`src/grid_dda_wall_column_caster_core_defines.svh`:
```
// Assertion macros for the grid DDA wall column caster.
// Used by the top level; no other dependency.
`ifndef GRID_DDA_WALL_COLUMN_CASTER_CORE_DEFINES_SVH
`define GRID_DDA_WALL_COLUMN_CASTER_CORE_DEFINES_SVH
`ifndef SYNTHESIS
`define GDC_ASSERT(name, prop, msg) \
  name: assert property (@(posedge clk_i) disable iff (!rst_ni) prop) else $error(msg);
`define GDC_ASSERT_CR(name, clk, rstn, prop, msg) \
  name: assert property (@(posedge clk) disable iff (!rstn) prop) else $error(msg);
`else
`define GDC_ASSERT(name, prop, msg)
`define GDC_ASSERT_CR(name, clk, rstn, prop, msg)
`endif
`endif

```
`src/gdc_pkg.sv`:
```
// Shared constants, types and helpers of the grid DDA wall column caster.
// No dependencies.
`timescale 1ns / 1ps
package gdc_pkg;

  localparam int unsigned SCREEN_W = 320;
  localparam int unsigned SCREEN_H = 240;
  localparam int unsigned GRID_W   = 32;
  localparam int unsigned GRID_H   = 32;
  localparam int unsigned TEX_W    = 64;
  localparam int unsigned TEX_H    = 64;

  localparam int unsigned CELLS    = GRID_W * GRID_H;
  localparam int unsigned ADDR_W   = $clog2(CELLS);
  localparam int unsigned WALK_MAX = GRID_W + GRID_H + 2;
  localparam int unsigned WALK_W   = $clog2(WALK_MAX + 1);

  localparam int unsigned POS_W    = 22;
  localparam int unsigned VEC_W    = 19;
  localparam int unsigned CAM_W    = 12;
  localparam int unsigned PROD_W   = VEC_W + CAM_W;
  localparam int unsigned RAY_W    = 27;
  localparam int unsigned NUM_W    = 33;
  localparam int unsigned DEN_W    = 48;
  localparam int unsigned DELTA_W  = 41;
  localparam int unsigned SIDE_W   = 48;
  localparam int unsigned COORD_W  = 10;
  localparam int unsigned LH_W     = 24;
  localparam int unsigned STEPR_W  = 25;
  localparam int unsigned NT_W     = 26;
  localparam int unsigned TP_W     = (NT_W - 1) + STEPR_W;

  // SCREEN_W = 64 * 5: shift out the 64, then multiply by a reciprocal of 5
  localparam int unsigned    RAY_PRE_SH = 6;
  localparam int unsigned    RB_W       = 22;
  localparam int unsigned    RCP_SH     = 24;
  localparam logic [RB_W-1:0] RCP5      = 22'd3355444;

  localparam int unsigned CFG_IDX_W  = 3;
  localparam int unsigned CFG_DATA_W = 22;

  localparam logic [DELTA_W-1:0] DELTA_INF = DELTA_W'(1) << 40;
  localparam logic [LH_W-1:0]    LH_MAX    = {LH_W{1'b1}};
  localparam logic [22:0]        SAT23     = 23'h7FFFFF;
  localparam logic [23:0]        SAT24     = 24'hFFFFFF;

  localparam logic [POS_W-1:0] RST_POS_X   = 22'd98304;
  localparam logic [POS_W-1:0] RST_POS_Y   = 22'd98304;
  localparam logic [VEC_W-1:0] RST_DIR_X   = 19'h70000;
  localparam logic [VEC_W-1:0] RST_DIR_Y   = 19'h00000;
  localparam logic [VEC_W-1:0] RST_PLANE_X = 19'h00000;
  localparam logic [VEC_W-1:0] RST_PLANE_Y = 19'd43254;

  typedef enum logic [CFG_IDX_W-1:0] {
    REG_POS_X   = 3'd0,
    REG_POS_Y   = 3'd1,
    REG_DIR_X   = 3'd2,
    REG_DIR_Y   = 3'd3,
    REG_PLANE_X = 3'd4,
    REG_PLANE_Y = 3'd5
  } gdc_reg_e;

  typedef enum logic [0:0] {
    KIND_WRITE = 1'b0,
    KIND_CAST  = 1'b1
  } gdc_kind_e;

  typedef enum logic [1:0] {
    FACE_WEST  = 2'd0,
    FACE_EAST  = 2'd1,
    FACE_NORTH = 2'd2,
    FACE_SOUTH = 2'd3
  } gdc_face_e;

  typedef enum logic [3:0] {
    S_IDLE,
    S_RAY_GO,
    S_RAY_DIV,
    S_DELTA_GO,
    S_DELTA_DIV,
    S_SIDE,
    S_WALK,
    S_LOOK,
    S_DIST,
    S_LH_DIV,
    S_SPAN,
    S_STEP_DIV,
    S_TEX,
    S_FIN
  } gdc_state_e;

  typedef struct packed {
    logic             start;
    logic [NUM_W-1:0] dividend;
    logic [DEN_W-1:0] divisor;
  } gdc_div_req_t;

  typedef struct packed {
    logic             busy;
    logic             done;
    logic [NUM_W-1:0] quotient;
  } gdc_div_rsp_t;

  typedef struct packed {
    logic              en;
    logic [ADDR_W-1:0] addr;
    logic [7:0]        data;
  } gdc_mem_wr_t;

  typedef struct packed {
    logic              en;
    logic [ADDR_W-1:0] addr;
  } gdc_mem_rd_t;

  function automatic logic in_map(input logic signed [COORD_W-1:0] x,
                                  input logic signed [COORD_W-1:0] y);
    return !x[COORD_W-1] && (x < COORD_W'(GRID_W)) &&
           !y[COORD_W-1] && (y < COORD_W'(GRID_H));
  endfunction

  function automatic logic [ADDR_W-1:0] cell_addr(input logic [COORD_W-1:0] x,
                                                  input logic [COORD_W-1:0] y);
    return ADDR_W'(y * GRID_W + x);
  endfunction

endpackage

```
`src/gdc_div.sv`:
```
// Restoring unsigned divider, one quotient bit per cycle.
// Depends on gdc_pkg for widths and request/response structs.
`timescale 1ns / 1ps
module gdc_div (
  input  logic                  clk_i,
  input  logic                  rst_ni,
  input  gdc_pkg::gdc_div_req_t req_i,
  output gdc_pkg::gdc_div_rsp_t rsp_o
);
  localparam int unsigned CNT_W = $clog2(gdc_pkg::NUM_W + 1);

  logic                      busy_q;
  logic                      done_q;
  logic [CNT_W-1:0]          cnt_q;
  logic [gdc_pkg::NUM_W-1:0] quo_q;
  logic [gdc_pkg::DEN_W-1:0] rem_q, rem_d;
  logic [gdc_pkg::DEN_W-1:0] den_q;
  logic [gdc_pkg::DEN_W:0]   trial;
  logic                      qbit;

  always_comb begin
    trial = {rem_q, quo_q[gdc_pkg::NUM_W-1]};
    qbit  = trial >= {1'b0, den_q};
    rem_d = qbit ? gdc_pkg::DEN_W'(trial - {1'b0, den_q}) : trial[gdc_pkg::DEN_W-1:0];
  end

  always_ff @(posedge clk_i or negedge rst_ni) begin
    if (!rst_ni) begin
      busy_q <= 1'b0;
      done_q <= 1'b0;
      cnt_q  <= '0;
    end else begin
      done_q <= 1'b0;
      if (req_i.start) begin
        busy_q <= 1'b1;
        cnt_q  <= CNT_W'(gdc_pkg::NUM_W);
      end else if (busy_q) begin
        cnt_q <= cnt_q - CNT_W'(1);
        if (cnt_q == CNT_W'(1)) begin
          busy_q <= 1'b0;
          done_q <= 1'b1;
        end
      end
    end
  end

  // shift the dividend out of the quotient register as quotient bits come in
  always_ff @(posedge clk_i) begin
    if (req_i.start) begin
      quo_q <= req_i.dividend;
      rem_q <= '0;
      den_q <= req_i.divisor;
    end else if (busy_q) begin
      rem_q <= rem_d;
      quo_q <= {quo_q[gdc_pkg::NUM_W-2:0], qbit};
    end
  end

  assign rsp_o.busy     = busy_q;
  assign rsp_o.done     = done_q;
  assign rsp_o.quotient = quo_q;
endmodule

```
`config.mk`:
```
export PLATFORM = sky130hd
export DESIGN_NAME = gdc_div
export DESIGN_NICKNAME = d
export VERILOG_FILES = /design/src/grid_dda_wall_column_caster_core_defines.svh /design/src/gdc_pkg.sv /design/src/gdc_div.sv
export SDC_FILE = /design/constraint.sdc
export NUM_CORES = 1
export LEC_CHECK = 0
export BUFFER_PORTS_ARGS = -buffer_cell sky130_fd_sc_hd__buf_2
export CAP_MARGIN = 20
export CORE_AREA = 5 5 145 147
export CTS_CLUSTER_SIZE = 25
export DETAILED_ROUTE_END_ITERATION = 10
export DIE_AREA = 0 0 150 152
export PLACE_DENSITY = 0.67
export RECOVER_POWER = 25
export SKIP_LAST_GASP = 1
export SYNTH_ARGS = -nofsm -noshare
export SYNTH_HDL_FRONTEND = slang
export SYNTH_SLANG_ARGS = --single-unit
```
`constraint.sdc`:
```
create_clock -name clk_i -period 2.8 [get_ports clk_i]
set_clock_uncertainty 0.05 [all_clocks]
set_input_delay 0.56 -clock clk_i [delete_from_list [all_inputs] [get_ports clk_i]]
set_output_delay 0.56 -clock clk_i [all_outputs]
set_load 0.01 [all_outputs]
```
-- Word level (Yosys, flattened, before mapping)
Index checks and enable logic that the tools add are counted.
- register bits after elaboration: 137
- input port bits: 84
- output and inout port bits: 35
- word-level logic and storage cells: 22
- $add $sub $neg: 2
- $lt $le $gt $ge: 1
- eq/ne operators: 1
- multiplexer cells: 11
- reduce and logical (&&, ||, !) cells: 1
- operators with widths (kind ; number):
    2-to-1 mux 33 bit ; 2
    greater-or-equal comparator 49 x 48 -> 1 bit ; 1
    2-to-1 mux 48 bit ; 1
    subtractor 48 bit ; 1
    2-to-1 mux 6 bit ; 2
    equality test 6 x 1 -> 1 bit (second input constant) ; 1
    2-to-1 mux 1 bit ; 6
    subtractor 6 x 1 -> 6 bit (second input constant) ; 1
    nonzero test 2 bit ; 1

-- Longest topological paths before layout
- depth after elaboration: 4
- mapped depth: 14
- depth with buffers taken out: 12

-- Worst setup path before layout
No wires, ideal clock.
- path type: reg2reg
- start point: register quo_q[32] in the netlist's numbering
- end point: register rem_q[46] in the netlist's numbering
- setup time: 0.088 ns
- arrival: 2.864 ns
- required time: 2.662 ns
- setup slack: -0.202 ns
- cell stages (with the launch flop): 13
- path buffers: 0
- period minus slack after synthesis: 3.002 ns
- cells stage by stage: edfxtp_1 -> inv_1 -> ha_1 -> fa_1 -> nand2b_1 -> a21o_1 -> a2111o_1 -> a31oi_1 -> a21oi_1 -> o211ai_1 -> a21o_1 -> nand3_1 -> a311oi_2
- longest elaborated chain between the ends: 2
- elaborated cells between the ends (all ways): 3
- those cells by class: add/sub: 1; order compare: 1; mux: 1
- ends and longest elaborated chain (what ; RTL line ; text):
    start: declaration ; gdc_div.sv:15 ; logic [gdc_pkg::NUM_W-1:0] quo_q;
    start signal: assignment ; gdc_div.sv:50 ; quo_q <= req_i.dividend;
    start signal: assignment ; gdc_div.sv:55 ; quo_q <= {quo_q[gdc_pkg::NUM_W-2:0], qbit};
    subtractor 48 bit / greater-or-equal comparator 49 x 48 -> 1 bit (equally long branches) ; gdc_div.sv:24, gdc_div.sv:23 ;
    2-to-1 mux 48 bit * ; gdc_div.sv:24 ; rem_d = qbit ? gdc_pkg::DEN_W'(trial - {1'b0, den_q}) : trial[gdc_pkg::DEN_W-1:0];
    end signal: assignment ; gdc_div.sv:54 ; rem_q <= rem_d;
    end: declaration ; gdc_div.sv:16 ; logic [gdc_pkg::DEN_W-1:0] rem_q, rem_d;
Mark *: on every way between the ends. The rest lies on a longest branch, timed or not.
A chain may end at the register's enable or synchronous reset.

-- Final worst setup path
- start point: register den_q[23] in the netlist's numbering
- end point: register quo_q[0] in the netlist's numbering (data pin)
- longest elaborated chain between the ends: 3
- ends and longest elaborated chain (what ; RTL line ; text):
    start: declaration ; gdc_div.sv:17 ; logic [gdc_pkg::DEN_W-1:0] den_q;
    start signal: assignment ; gdc_div.sv:52 ; den_q <= req_i.divisor;
    greater-or-equal comparator 49 x 48 -> 1 bit ; gdc_div.sv:23 ; qbit = trial >= {1'b0, den_q};
    2-to-1 mux 33 bit ; gdc_div.sv:53 ; end else if (busy_q) begin
    2-to-1 mux 33 bit ; gdc_div.sv:49 ; if (req_i.start) begin
Every way passes these cells. The select of a mux whose other input is x is not followed.

==> metrics.md <==
| Metric | Value |
|---|---|
| Synth top area share | 0.282 |
| CTS Sinks | 137 |
| I/O Buffers | 118 |
| R2r setup slk | -200 ps |
| Max frequency | 334 MHz |
| Hold_sp | req_i[29] |
| R2R cell count | 13 |
| Run status | finished with violations |
| FFs w/ async S/R, synth | 0.0584 |
| Via density | 5.44 |
| DRC Markers | 0 |
| Most frequent cells in the layout | buf_4 (134), buf_2 (115), nand2_1 (94) |
| DR iter-0 viols | 554 |
| VDD IR max | 0.000523 V |
| Die area | 22800 µm² |
| Layout cells sized above 1 | 0.414 |
| Routed wire length | 23900 µm |
| Worst Setup Start Kind | flip-flop |
| Mean Syn Cell Area | 9.36 µm² |
| CTS tree | yes |
| Nets | 1295 |
| Finish-stage setup viols | 42 |
| Leak Pwr | 5.23 nW |
| Die height | 152 µm |
| Post-synthesis net count | 1056 |
| Antenna viol nets, final | 0 |
| Seq cells post-synth | 137 |
| Die X | 150 µm |
| First-pass GRT wire length | 37100 µm |
| Drt wl/cell | 16.6 µm |
| Synth unique cells | 66 |
| Final hold slack | 245 ps |
| Worst slew pin tran | 626 ps |
| Io pins | 119 |
| Worst setup margin | -198 ps |
| Area leader, netlist | edfxtp_1 |
| Gate Count Post-Synth | 921 |
| Area contributors post-synth | edfxtp_1 (28%), dfxtp_1 (11%), ha_1 (7.3%) |
| Post-synthesis sequential area ratio | 0.417 |
| Root Driver | clkbuf_16 |
| Worst-path clk slew | 70 ps |
| H-tree depth | 4 |
| RR Endpoint | quo_q[0] |
| Tmin final | 3000 ps |
| Placeable core area | 19800 µm² |
| CTS Buffer Depth | 2 |
| Area delta synth->final | 40.2% |
| Largest net degree at the start of global routing | 44 |
| RSZ-0062 raised after global routing | true |
| Most used DFF post-synth | edfxtp_1 |
| Worst-Skew Late Latency | 430 ps |
| Endpoints failing hold | 0 |
| CP Class | flip-flop to flip-flop |
| CP max FO | 8 |
| CP Data Arrival Time | 3140 ps |
| Worst hold path depth | 1 |
| Via count | 7854 |
| Fin crit share | 1.07 |
| CP required | 2940 ps |
| Tot GR Track Use | 0.199 |
| Max-cap viol count | 0 |
| Worst setup EP type | flip-flop |
| YS warnings | 0 |
| Slew margin rel. | 0.579 |
| Post-synth EDFFs | 81 |
| Hold path endpoint | den_q[29] |
| Detailed Routing Iterations Pass 1 | 5 |
| Gpl congestion | 0.918 |
| Worst hold path class | input pin to flip-flop |
| Total design power | 12.8 mW |
| Grt ovf | 0 |
| Hpwl dp | 16500 µm |
| Initial antenna violation count | 1 |
| Mapped Area | 8620 µm² |
| Pins over their slew limit | 0 |
| TritonCTS Buffers | 17 |
| Cell area power density | 1060 nW/µm² |
| Reg-to-Reg Start | den_q[23] |
| Number of global-route vias before repair | 7602 |
| Most common cell after layout, fill and taps aside | buf_4 |
| Row cnt | 52 |
| Failing checks | negative setup slack |
| Starting density of the core | 0.436 |
==> registers in the layout, indices dropped and copies added (netlist names) <==
name    cells
busy_q      1
cnt_q       6
rem_q      48
den_q      48
quo_q      33
done_q      1
==> worst max-delay path, cell delays in order (launching register included) <==
cell	delay, ps
edfxtp_1	320
inv_1	40
ha_1	350
nand4_1	200
nor4_2	80
buf_4	140
buf_4	120
a311oi_2	250
o21ai_2	100
a21o_4	210
or2_4	290
buf_12	160
clkbuf_16	180
mux2_2	260
==> what timing repair did <==
action / in CTS / in global routing
endpoints found under the hold margin: 8 / 0
endpoints found under the setup margin: 48 / 48
cloned: 1 / 3
pin swaps: 13 / 56
gates resized for setup: 47 / 130
buffers inserted: 3 / 17
hold buffers: 1 / 0
==> worst max-delay path by stage <==
stage	startpoint	end	slack (ps)
final	den_q[23]	quo_q[0]	-200
after global routing	den_q[15]	quo_q[0]	-260
after CTS	quo_q[32]	rem_q[42]	-100
after detailed placement	den_q[1]	rem_q[42]	-150
after global placement	den_q[11]	rem_q[23]	-110
after floorplan	den_q[20]	quo_q[0]	0.1
==> stage by stage <==
stage / cells / area (µm²) / util / setup slack [ps] / setup TNS, ps
floorplan: 921 / 8680 / - / 0.141 / 0
global placement: 1387 / 10400 / 0.524 / -113 / -2430
detailed placement: 1387 / 10400 / 0.524 / -152 / -4220
CTS: 1424 / 11300 / 0.571 / -98.5 / -901
global route: 1444 / 12100 / 0.611 / -257 / -7310
finish: 1444 / 12100 / 0.611 / -198 / -3080
==> layer usage <==
layer,track usage,part of all wire,up-vias
met5,0,0,-
met4,0.0702,0.026,0
li1,-,-,3831
met2,0.332,0.50,216
met1,0.257,0.43,3752
met3,0.0363,0.038,55
==> area by class of cell <==
class / count / area [µm²]
inverter: 69 / 259
sequential: 137 / 3600
fill: 1636 / 7680
clock buffer: 17 / 425
timing repair buffer: 273 / 1950
multi-input combinational: 662 / 5350
antenna: 1 / 2.50
clock inverter: 15 / 179
tap: 270 / 338
==> Yosys cell counts, types with 14 or more instances <==
master and number:
nand3_1 21, xor2_1 16, nor2_1 76, mux2_2 34
inv_1 69, edfxtp_1 81, o21bai_1 14, nand4_1 17
a21oi_1 66, o21ai_0 35, ha_1 50, xnor2_1 23
a311oi_1 24, clkbuf_1 33, dfxtp_1 48, a21o_1 28
a311oi_2 16, nand2_1 112
==> cell families (layout without fill, tap and decap cells) <==
| logic type | Yosys count | in the layout | share of synthesized area |
|---|---|---|---|
| XOR/XNOR | 39 | 39 | 0.0396 |
| AO/OA/AOI/OAI | 239 | 239 | 0.201 |
| other | 0 | 1 | 0 |
| buffers and inverters | 122 | 374 | 0.0611 |
| multiplexers | 35 | 35 | 0.0456 |
| AND/OR/NAND/NOR | 298 | 298 | 0.161 |
| flip-flops | 137 | 137 | 0.417 |
| adder cells (fa/ha/maj) | 51 | 51 | 0.0749 |
==> power breakdown <==
group	total, mW	internal, mW	switching, mW
registers	3.07	2.66	0.403
logic	7.35	3.59	3.75
clock network	2.36	1.35	1.01
total	12.8	7.61	5.16
(Power assumes the default switching activity.)
